$ cat src/hw/rtl/lzss_pkg.sv
// ----------------------------------------------------------------------------
// lzss_pkg
// Types, constants and command codes for the LZSS stream decoder.
// ----------------------------------------------------------------------------
`default_nettype none

package lzss_pkg;

	// Ring window geometry
	localparam int unsigned RING_DEPTH = 4096;
	localparam int unsigned RING_AW    = $clog2(RING_DEPTH);
	localparam logic [RING_AW-1:0] START_POS = RING_AW'(RING_DEPTH - 18);
	localparam logic [RING_AW-1:0] RING_LAST = RING_AW'(RING_DEPTH - 1);

	// Output count and limit
	localparam int unsigned COUNT_W = 24;
	localparam logic [COUNT_W-1:0] COUNT_MAX = {COUNT_W{1'b1}};

	// Token geometry
	localparam int unsigned LEN_W = 5;
	localparam logic [LEN_W-1:0] MIN_MATCH  = LEN_W'(3);
	localparam logic [LEN_W-1:0] LEN_ONE    = LEN_W'(1);
	localparam logic [3:0]       FLAG_COUNT = 4'd8;

	// Input beat
	typedef struct packed {
		logic       command;
		logic [7:0] in_byte;
		logic       last_byte;
	} in_item_t;

	// Output beat
	typedef struct packed {
		logic [7:0] out_byte;
		logic       last_of_run;
	} out_item_t;

	// Input command codes
	localparam logic CMD_DATA  = 1'b0;
	localparam logic CMD_START = 1'b1;

	// Controller states
	typedef enum logic [3:0] {
		ST_CLEAR = 4'b0001,
		ST_IDLE  = 4'b0010,
		ST_READ  = 4'b0100,
		ST_WRITE = 4'b1000
	} state_t;

	// Datapath operations
	typedef enum logic [3:0] {
		OP_NONE,
		OP_START,
		OP_CLEAR,
		OP_FLAGS,
		OP_LITERAL,
		OP_PAIR_LO,
		OP_PAIR_HI,
		OP_READ,
		OP_COPY
	} dp_op_t;

	// Controller to datapath
	typedef struct packed {
		dp_op_t op;
		logic   set_done;
	} dp_cmd_t;

	// Datapath to controller
	typedef struct packed {
		logic stream_done;
		logic awaiting;
		logic flags_empty;
		logic flag_bit0;
		logic limit_hit;
		logic copy_last;
		logic clear_last;
		logic out_free;
	} dp_status_t;

endpackage

`default_nettype wire

$ cat src/hw/rtl/lzss_ctrl.sv
// ----------------------------------------------------------------------------
// lzss_ctrl
// Controller: accepts input beats, sequences clearing passes and match copies,
// and issues one datapath operation per cycle.
// ----------------------------------------------------------------------------
`default_nettype none

module lzss_ctrl (
	input  wire logic                 clk,
	input  wire logic                 arst_n,
	input  wire logic                 item_valid,
	output      logic                 item_ready,
	input  wire logic                 item_command,
	input  wire logic                 item_last,
	input  wire lzss_pkg::dp_status_t status,
	output      lzss_pkg::dp_cmd_t    cmd
);

	lzss_pkg::state_t state_q, state_d;

	// Decide the next operation
	always_comb begin
		state_d      = state_q;
		item_ready   = 1'b0;
		cmd.op       = lzss_pkg::OP_NONE;
		cmd.set_done = 1'b0;
		unique case (state_q)
			lzss_pkg::ST_CLEAR: begin
				cmd.op = lzss_pkg::OP_CLEAR;
				if (status.clear_last) begin
					state_d = lzss_pkg::ST_IDLE;
				end
			end
			lzss_pkg::ST_IDLE: begin
				item_ready = status.out_free;
				if (item_valid && status.out_free) begin
					if (item_command == lzss_pkg::CMD_START) begin
						cmd.op  = lzss_pkg::OP_START;
						state_d = lzss_pkg::ST_CLEAR;
					end else if (!status.stream_done) begin
						cmd.set_done = item_last;
						if (status.awaiting) begin
							cmd.op  = lzss_pkg::OP_PAIR_HI;
							state_d = lzss_pkg::ST_READ;
						end else if (status.flags_empty) begin
							cmd.op = lzss_pkg::OP_FLAGS;
						end else if (status.limit_hit) begin
							// limit reached: end the stream, drop the beat
							cmd.set_done = 1'b1;
						end else if (status.flag_bit0) begin
							cmd.op = lzss_pkg::OP_LITERAL;
						end else begin
							cmd.op = lzss_pkg::OP_PAIR_LO;
						end
					end
				end
			end
			lzss_pkg::ST_READ: begin
				cmd.op  = lzss_pkg::OP_READ;
				state_d = lzss_pkg::ST_WRITE;
			end
			lzss_pkg::ST_WRITE: begin
				// hold the fetched byte until the output register is free
				if (status.out_free) begin
					cmd.op  = lzss_pkg::OP_COPY;
					state_d = status.copy_last ? lzss_pkg::ST_IDLE : lzss_pkg::ST_READ;
				end
			end
			default: begin
				state_d = lzss_pkg::ST_CLEAR;
			end
		endcase
	end

	// State register; reset starts a clearing pass
	always_ff @(posedge clk or negedge arst_n) begin
		if (!arst_n) begin
			state_q <= lzss_pkg::ST_CLEAR;
		end else begin
			state_q <= state_d;
		end
	end

endmodule

`default_nettype wire

$ cat config.mk
export PLATFORM = sky130hd
export DESIGN_NAME = lzss_ctrl
export DESIGN_NICKNAME = d
export VERILOG_FILES = /design/src/hw/rtl/lzss_pkg.sv /design/src/hw/rtl/lzss_ctrl.sv
export SDC_FILE = /design/constraint.sdc
export NUM_CORES = 1
export LEC_CHECK = 0
export ABC_AREA = 1
export BUFFER_PORTS_ARGS = -buffer_cell sky130_fd_sc_hd__buf_2
export CORE_AREA = 8 8 45 47
export CTS_BUF_LIST = sky130_fd_sc_hd__clkbuf_4 sky130_fd_sc_hd__clkbuf_8 sky130_fd_sc_hd__clkbuf_16
export DETAILED_ROUTE_END_ITERATION = 10
export DIE_AREA = 0 0 53 55
export SETUP_SLACK_MARGIN = 0.2
export SYNTH_ARGS = -nofsm -noshare
export SYNTH_HDL_FRONTEND = slang
export SYNTH_SLANG_ARGS = --single-unit
export TNS_END_PERCENT = 30
$ cat constraint.sdc
create_clock -name clk -period 2.7 [get_ports clk]
set_clock_uncertainty 0.2 [all_clocks]
set_input_delay 0.27 -clock clk [delete_from_list [all_inputs] [get_ports clk]]
set_output_delay 0.27 -clock clk [all_outputs]
set_load 0.005 [all_outputs]
Yosys cells after proc, flatten, opt, wreduce, memory -nomap -nowiden
Index checks and enable logic that the tools add are counted.

Eq/ne operators: 9. Muxes and demuxes: 23. Reductions and logical operators: 2.

Operators by type and width (count): $mux W4 (11); $pmux W4 S4 (2); $mux W5 (2); $mux W1 (7); $ne A2 B2 Y1 const B (3); $ne A3 B3 Y1 const B (2); $reduce_and A5 Y1 (1); $eq A4 B1 Y1 const B (1); $eq A4 B2 Y1 const B (1); $eq A4 B3 Y1 const B (1); $eq A4 B4 Y1 const B (1); $mux W3 (1); $logic_and A1 B1 Y1 (1).

Bits in registers: 4. Input port bits: 13. Output and inout bits: 6. Word-level logic and storage cells: 35.

Logic depth before layout (Yosys ltp)
Depth after elaboration: 8. Depth in mapped cells: 8. Gate-level depth less buffers: 8.

Least setup slack after synthesis
No wires, ideal clock.

Path kind: flip-flop to output port. Start point: register state_q[0]. End point: output cmd[2] (netlist bit). Arrival time: 0.981 ns. Required time: 2.230 ns. Slack: 1.249 ns. Stages on the path, launching flop included: 5. Path buffers: 0. Cells stage by stage: dfstp_2 -> nor2_2 -> nand3_1 -> nand2_1 -> o21bai_2.

RTL lines: start, declared (RTL line lzss_ctrl.sv:19) `lzss_pkg::state_t state_q, state_d;`; start signal, assigned (RTL line lzss_ctrl.sv:78) `state_q <= lzss_pkg::ST_CLEAR;`; start signal, assigned (RTL line lzss_ctrl.sv:80) `state_q <= state_d;`; end, declared (RTL line lzss_ctrl.sv:16) `output lzss_pkg::dp_cmd_t cmd`.

==> metrics.txt <==
# TYPE chip_impl_metric gauge
chip_impl_metric{name="route.final.wire_length",unit="mm"} 1.07
chip_impl_metric{name="post-route-drc-count",unit=""} 0
chip_impl_metric{name="die_w",unit="um"} 53
chip_impl_metric{name="cts.sink_count",unit=""} 4
chip_impl_metric{name="final-seq-area",unit="sq um"} 101
chip_impl_metric{name="post-cts-setup-buffer-count",unit=""} 0
chip_impl_metric{name="vdd_ir_drop_max",unit="uV"} 434
chip_impl_metric{name="layout.cell_area.non_filler",unit="sq um"} 556
chip_impl_info{name="cp-start-kind",value="register"} 1
chip_impl_metric{name="timing_max_transition_violations_final",unit=""} 0
chip_impl_metric{name="path_clk_slew",unit="ns"} 0.04
chip_impl_metric{name="maxCapViolCount",unit=""} 0
chip_impl_metric{name="nets",unit=""} 99
chip_impl_metric{name="ant_nets",unit=""} 0
chip_impl_metric{name="synth.avg_cell_area",unit="sq um"} 6.54
chip_impl_metric{name="placedInstanceArea",unit="sq um"} 515
chip_impl_metric{name="layout.filler_cells",unit=""} 154
chip_impl_metric{name="power.switching_fraction",unit="%"} 42.7
chip_impl_metric{name="static-leakage-power",unit="nW"} 0.317
chip_impl_metric{name="largest_register_ff_count",unit=""} 4
chip_impl_metric{name="setup_viol",unit=""} 0
chip_impl_info{name="crit_chain",value="nor2_2, nand3_1, nand2_1, o21bai_2, buf_2"} 1
chip_impl_info{name="biggestRegsByFlops",value="state_q (4)"} 1
chip_impl_metric{name="cts.hold.buffers_added",unit=""} 1
chip_impl_metric{name="worst_ep_arrival_time",unit="ns"} 1.44
chip_impl_metric{name="place.gp.congestion",unit=""} 0.792
chip_impl_metric{name="ys_warn_count",unit=""} 0
chip_impl_metric{name="max-clock-path-buffers",unit=""} 2
chip_impl_info{name="layout_common_cells",value="sky130_fd_sc_hd__buf_2, sky130_fd_sc_hd__nor2_1, sky130_fd_sc_hd__nand2_1"} 1
chip_impl_metric{name="drt-pass1-iter-count",unit=""} 4
chip_impl_metric{name="post_synthesis_instance_area",unit="sq um"} 405
chip_impl_metric{name="grt_use_total",unit="%"} 8.21
chip_impl_metric{name="final.hold.worst_slack",unit="ns"} 0.128
chip_impl_metric{name="cts-htree-levels",unit=""} 1
chip_impl_metric{name="detailroute.via_count",unit=""} 454
chip_impl_info{name="hp-start",value="status[2]"} 1
chip_impl_info{name="worst-setup-path-type",value="register to output pin"} 1
chip_impl_metric{name="antenna_violations_before_repair",unit=""} 0
chip_impl_info{name="crit_path_max_delay_family",value="flip-flops"} 1
chip_impl_metric{name="crit_required",unit="ns"} 2.23
chip_impl_metric{name="pwr-share-seq",unit="%"} 26.2
chip_impl_metric{name="numPlacedInstances",unit=""} 96
chip_impl_metric{name="floorplan.rows",unit=""} 14
chip_impl_metric{name="cts_made_buffers",unit=""} 3
chip_impl_metric{name="path_max_fanout",unit=""} 4
chip_impl_metric{name="cellInternalPower",unit="mW"} 0.241
chip_impl_metric{name="power-per-cell-area",unit="nW/um^2"} 756
chip_impl_metric{name="port-buffer-count",unit=""} 18
chip_impl_metric{name="p_total",unit="mW"} 0.420
chip_impl_metric{name="synthesis.instances",unit=""} 62
chip_impl_metric{name="drt-wirelength-per-cell",unit="um"} 10.6
chip_impl_info{name="grt_setup_unrepaired",value="false"} 1
chip_impl_metric{name="final-hold-violation-count",unit=""} 0
chip_impl_metric{name="layout-drive-gt1-share",unit="%"} 41.2
chip_impl_metric{name="seq_area_frac_synth",unit="%"} 25.0
chip_impl_metric{name="die_y",unit="um"} 55
chip_impl_metric{name="areaGrowthSynthToFinish",unit="%"} 37.0
chip_impl_info{name="clockRootBuffer",value="sky130_fd_sc_hd__clkbuf_4"} 1
chip_impl_metric{name="fp.coreArea",unit="sq um"} 1380
chip_impl_metric{name="r2r_cells",unit=""} 6
chip_impl_info{name="timing.hold.worst.class",value="input port to register"} 1
chip_impl_metric{name="finalNonFillerCells",unit=""} 101
chip_impl_info{name="slowest_stage",value="sky130_fd_sc_hd__dfstp_2"} 1
chip_impl_metric{name="clock_latency",unit="ns"} 0.24
chip_impl_info{name="largest_register",value="state_q"} 1
chip_impl_metric{name="largest_net_degree_at_the_start_of_global_routing",unit=""} 6
chip_impl_metric{name="switchingPower",unit="mW"} 0.179
chip_impl_info{name="commonest_non_fill_non_tap_cell_in_the_layout",value="sky130_fd_sc_hd__buf_2"} 1
chip_impl_metric{name="multi_input_area",unit="sq um"} 267
chip_impl_metric{name="drtIter0Drc",unit=""} 4
chip_impl_metric{name="worst_path_bufs_invs",unit=""} 1
chip_impl_metric{name="synthesis.nets",unit=""} 75
chip_impl_metric{name="synth.ff_latch_count",unit=""} 4
chip_impl_metric{name="floorplan.initialDensity",unit="%"} 29.3
chip_impl_metric{name="setup_ws",unit="ns"} 0.794
chip_impl_metric{name="slew_headroom",unit="%"} 86.4
chip_impl_metric{name="whs_path_depth",unit=""} 4
chip_impl_metric{name="setup_total_negative_slack",unit="ns"} 0
chip_impl_metric{name="final_core_utilization",unit="%"} 40.1
chip_impl_info{name="timing.critical_path.from",value="state_q[0]"} 1
chip_impl_metric{name="via_per_inst",unit=""} 4.50
chip_impl_metric{name="worst_path_largest_cell_delay",unit="ns"} 0.56
chip_impl_metric{name="period_share",unit="%"} 70.6
chip_impl_metric{name="grt_pass1_wl",unit="mm"} 1.81
chip_impl_metric{name="io_pins",unit=""} 19
chip_impl_metric{name="achievable-frequency",unit="MHz"} 525
chip_impl_metric{name="timing.final.crit_period",unit="ns"} 1.91
chip_impl_metric{name="first_global_vias",unit=""} 463
chip_impl_info{name="status",value="complete, no violations"} 1
chip_impl_metric{name="power_frac_clock",unit="%"} 22.2
chip_impl_metric{name="number_of_cells_on_the_critical_path",unit=""} 5
chip_impl_metric{name="diodes_inserted",unit=""} 0
chip_impl_metric{name="dpl_worst_slack",unit="ns"} 1.02
chip_impl_metric{name="hpwlAfterDp",unit="um"} 945
chip_impl_metric{name="total_die_area",unit="sq um"} 2920
chip_impl_info{name="critPathCaptureType",value="output pin"} 1
chip_impl_info{name="tritoncts",value="built"} 1
chip_impl_metric{name="overflow",unit=""} 0
chip_impl_metric{name="comb_power_share",unit="%"} 51.6
chip_impl_metric{name="worst_max_slew_pin_slew",unit="ns"} 0.203
chip_impl_metric{name="distinct_cell_type_count_of_the_synthesized_netlist",unit=""} 20
chip_impl_metric{name="cts_resized",unit=""} 0
chip_impl_info{name="r2r-start",value="state_q[0]"} 1
==> worst min-delay path: cells and delay by family <==
kind                   cells  cell delay, ns
buffers and inverters      2            0.15
AOI/OAI and AO/OA          1            0.09
and+or+nand+nor            1            0.03
==> layer usage <==
layer	wire length, um	global-route usage [%]	up-vias
met5	0	0	-
met4	0	2.59	0
met3	73	4.55	0
met2	530	14.3	12
met1	467	8.23	198
li1	-	-	244
==> cells in the mapped netlist <==
cell,count,area share (%)
sky130_fd_sc_hd__nor2_1,12,11
sky130_fd_sc_hd__dfrtp_1,3,19
sky130_fd_sc_hd__a21oi_1,2,2.5
sky130_fd_sc_hd__nor2_2,2,3.1
sky130_fd_sc_hd__nand4_1,2,3.1
sky130_fd_sc_hd__o22ai_1,1,1.5
sky130_fd_sc_hd__nand3_2,1,2.5
sky130_fd_sc_hd__nand3_1,5,6.2
sky130_fd_sc_hd__nand2_4,1,2.8
sky130_fd_sc_hd__nor2_4,3,8.3
sky130_fd_sc_hd__o21ai_1,2,2.5
sky130_fd_sc_hd__o21ai_2,1,2.2
sky130_fd_sc_hd__inv_2,2,1.9
sky130_fd_sc_hd__o21bai_1,2,3.7
sky130_fd_sc_hd__nand3b_1,1,1.9
sky130_fd_sc_hd__nand2_1,11,10
sky130_fd_sc_hd__nand2_2,1,1.5
sky130_fd_sc_hd__dfstp_2,1,6.5
sky130_fd_sc_hd__o21bai_2,1,2.8
sky130_fd_sc_hd__inv_1,8,7.4
==> power by group through the flow <==
stage                     combinational, mW  clock (mW)  sequential, mW
after floorplan                       0.161           0           0.107
after global placement                0.214           0           0.110
after detailed placement              0.217           0           0.112
final                                 0.217      0.0934           0.110
after global routing                  0.244       0.107           0.112
after CTS                             0.220      0.0963           0.111
==> layout make-up <==
type	count	share of cell area, %
tap	16	3.60
inverter	10	6.76
timing repair buffer	19	18.0
clock buffer	4	5.41
sequential	4	18.2
multi-input combinational	48	48.0
==> kinds of logic (layout without fill, tap and decap cells) <==
| logic type | count (synthesis) | after routing | synth area share (%) |
|---|---|---|---|
| flops | 4 | 4 | 25.0 |
| compound gates | 9 | 9 | 15.1 |
| buf+inv | 10 | 33 | 9.26 |
| simple gates | 39 | 39 | 50.6 |
==> final timing paths <==
check,slack [ns],to
worst max-delay path,0.79,cmd[2]
worst min-delay path,0.13,state_q[2]
worst max register to register,1.27,state_q[0]
worst min register to register,0.36,state_q[1]
max in group asynchronous,1.93,state_q[0]
min in group asynchronous,0.16,state_q[3]
(Power assumes the default switching activity.)
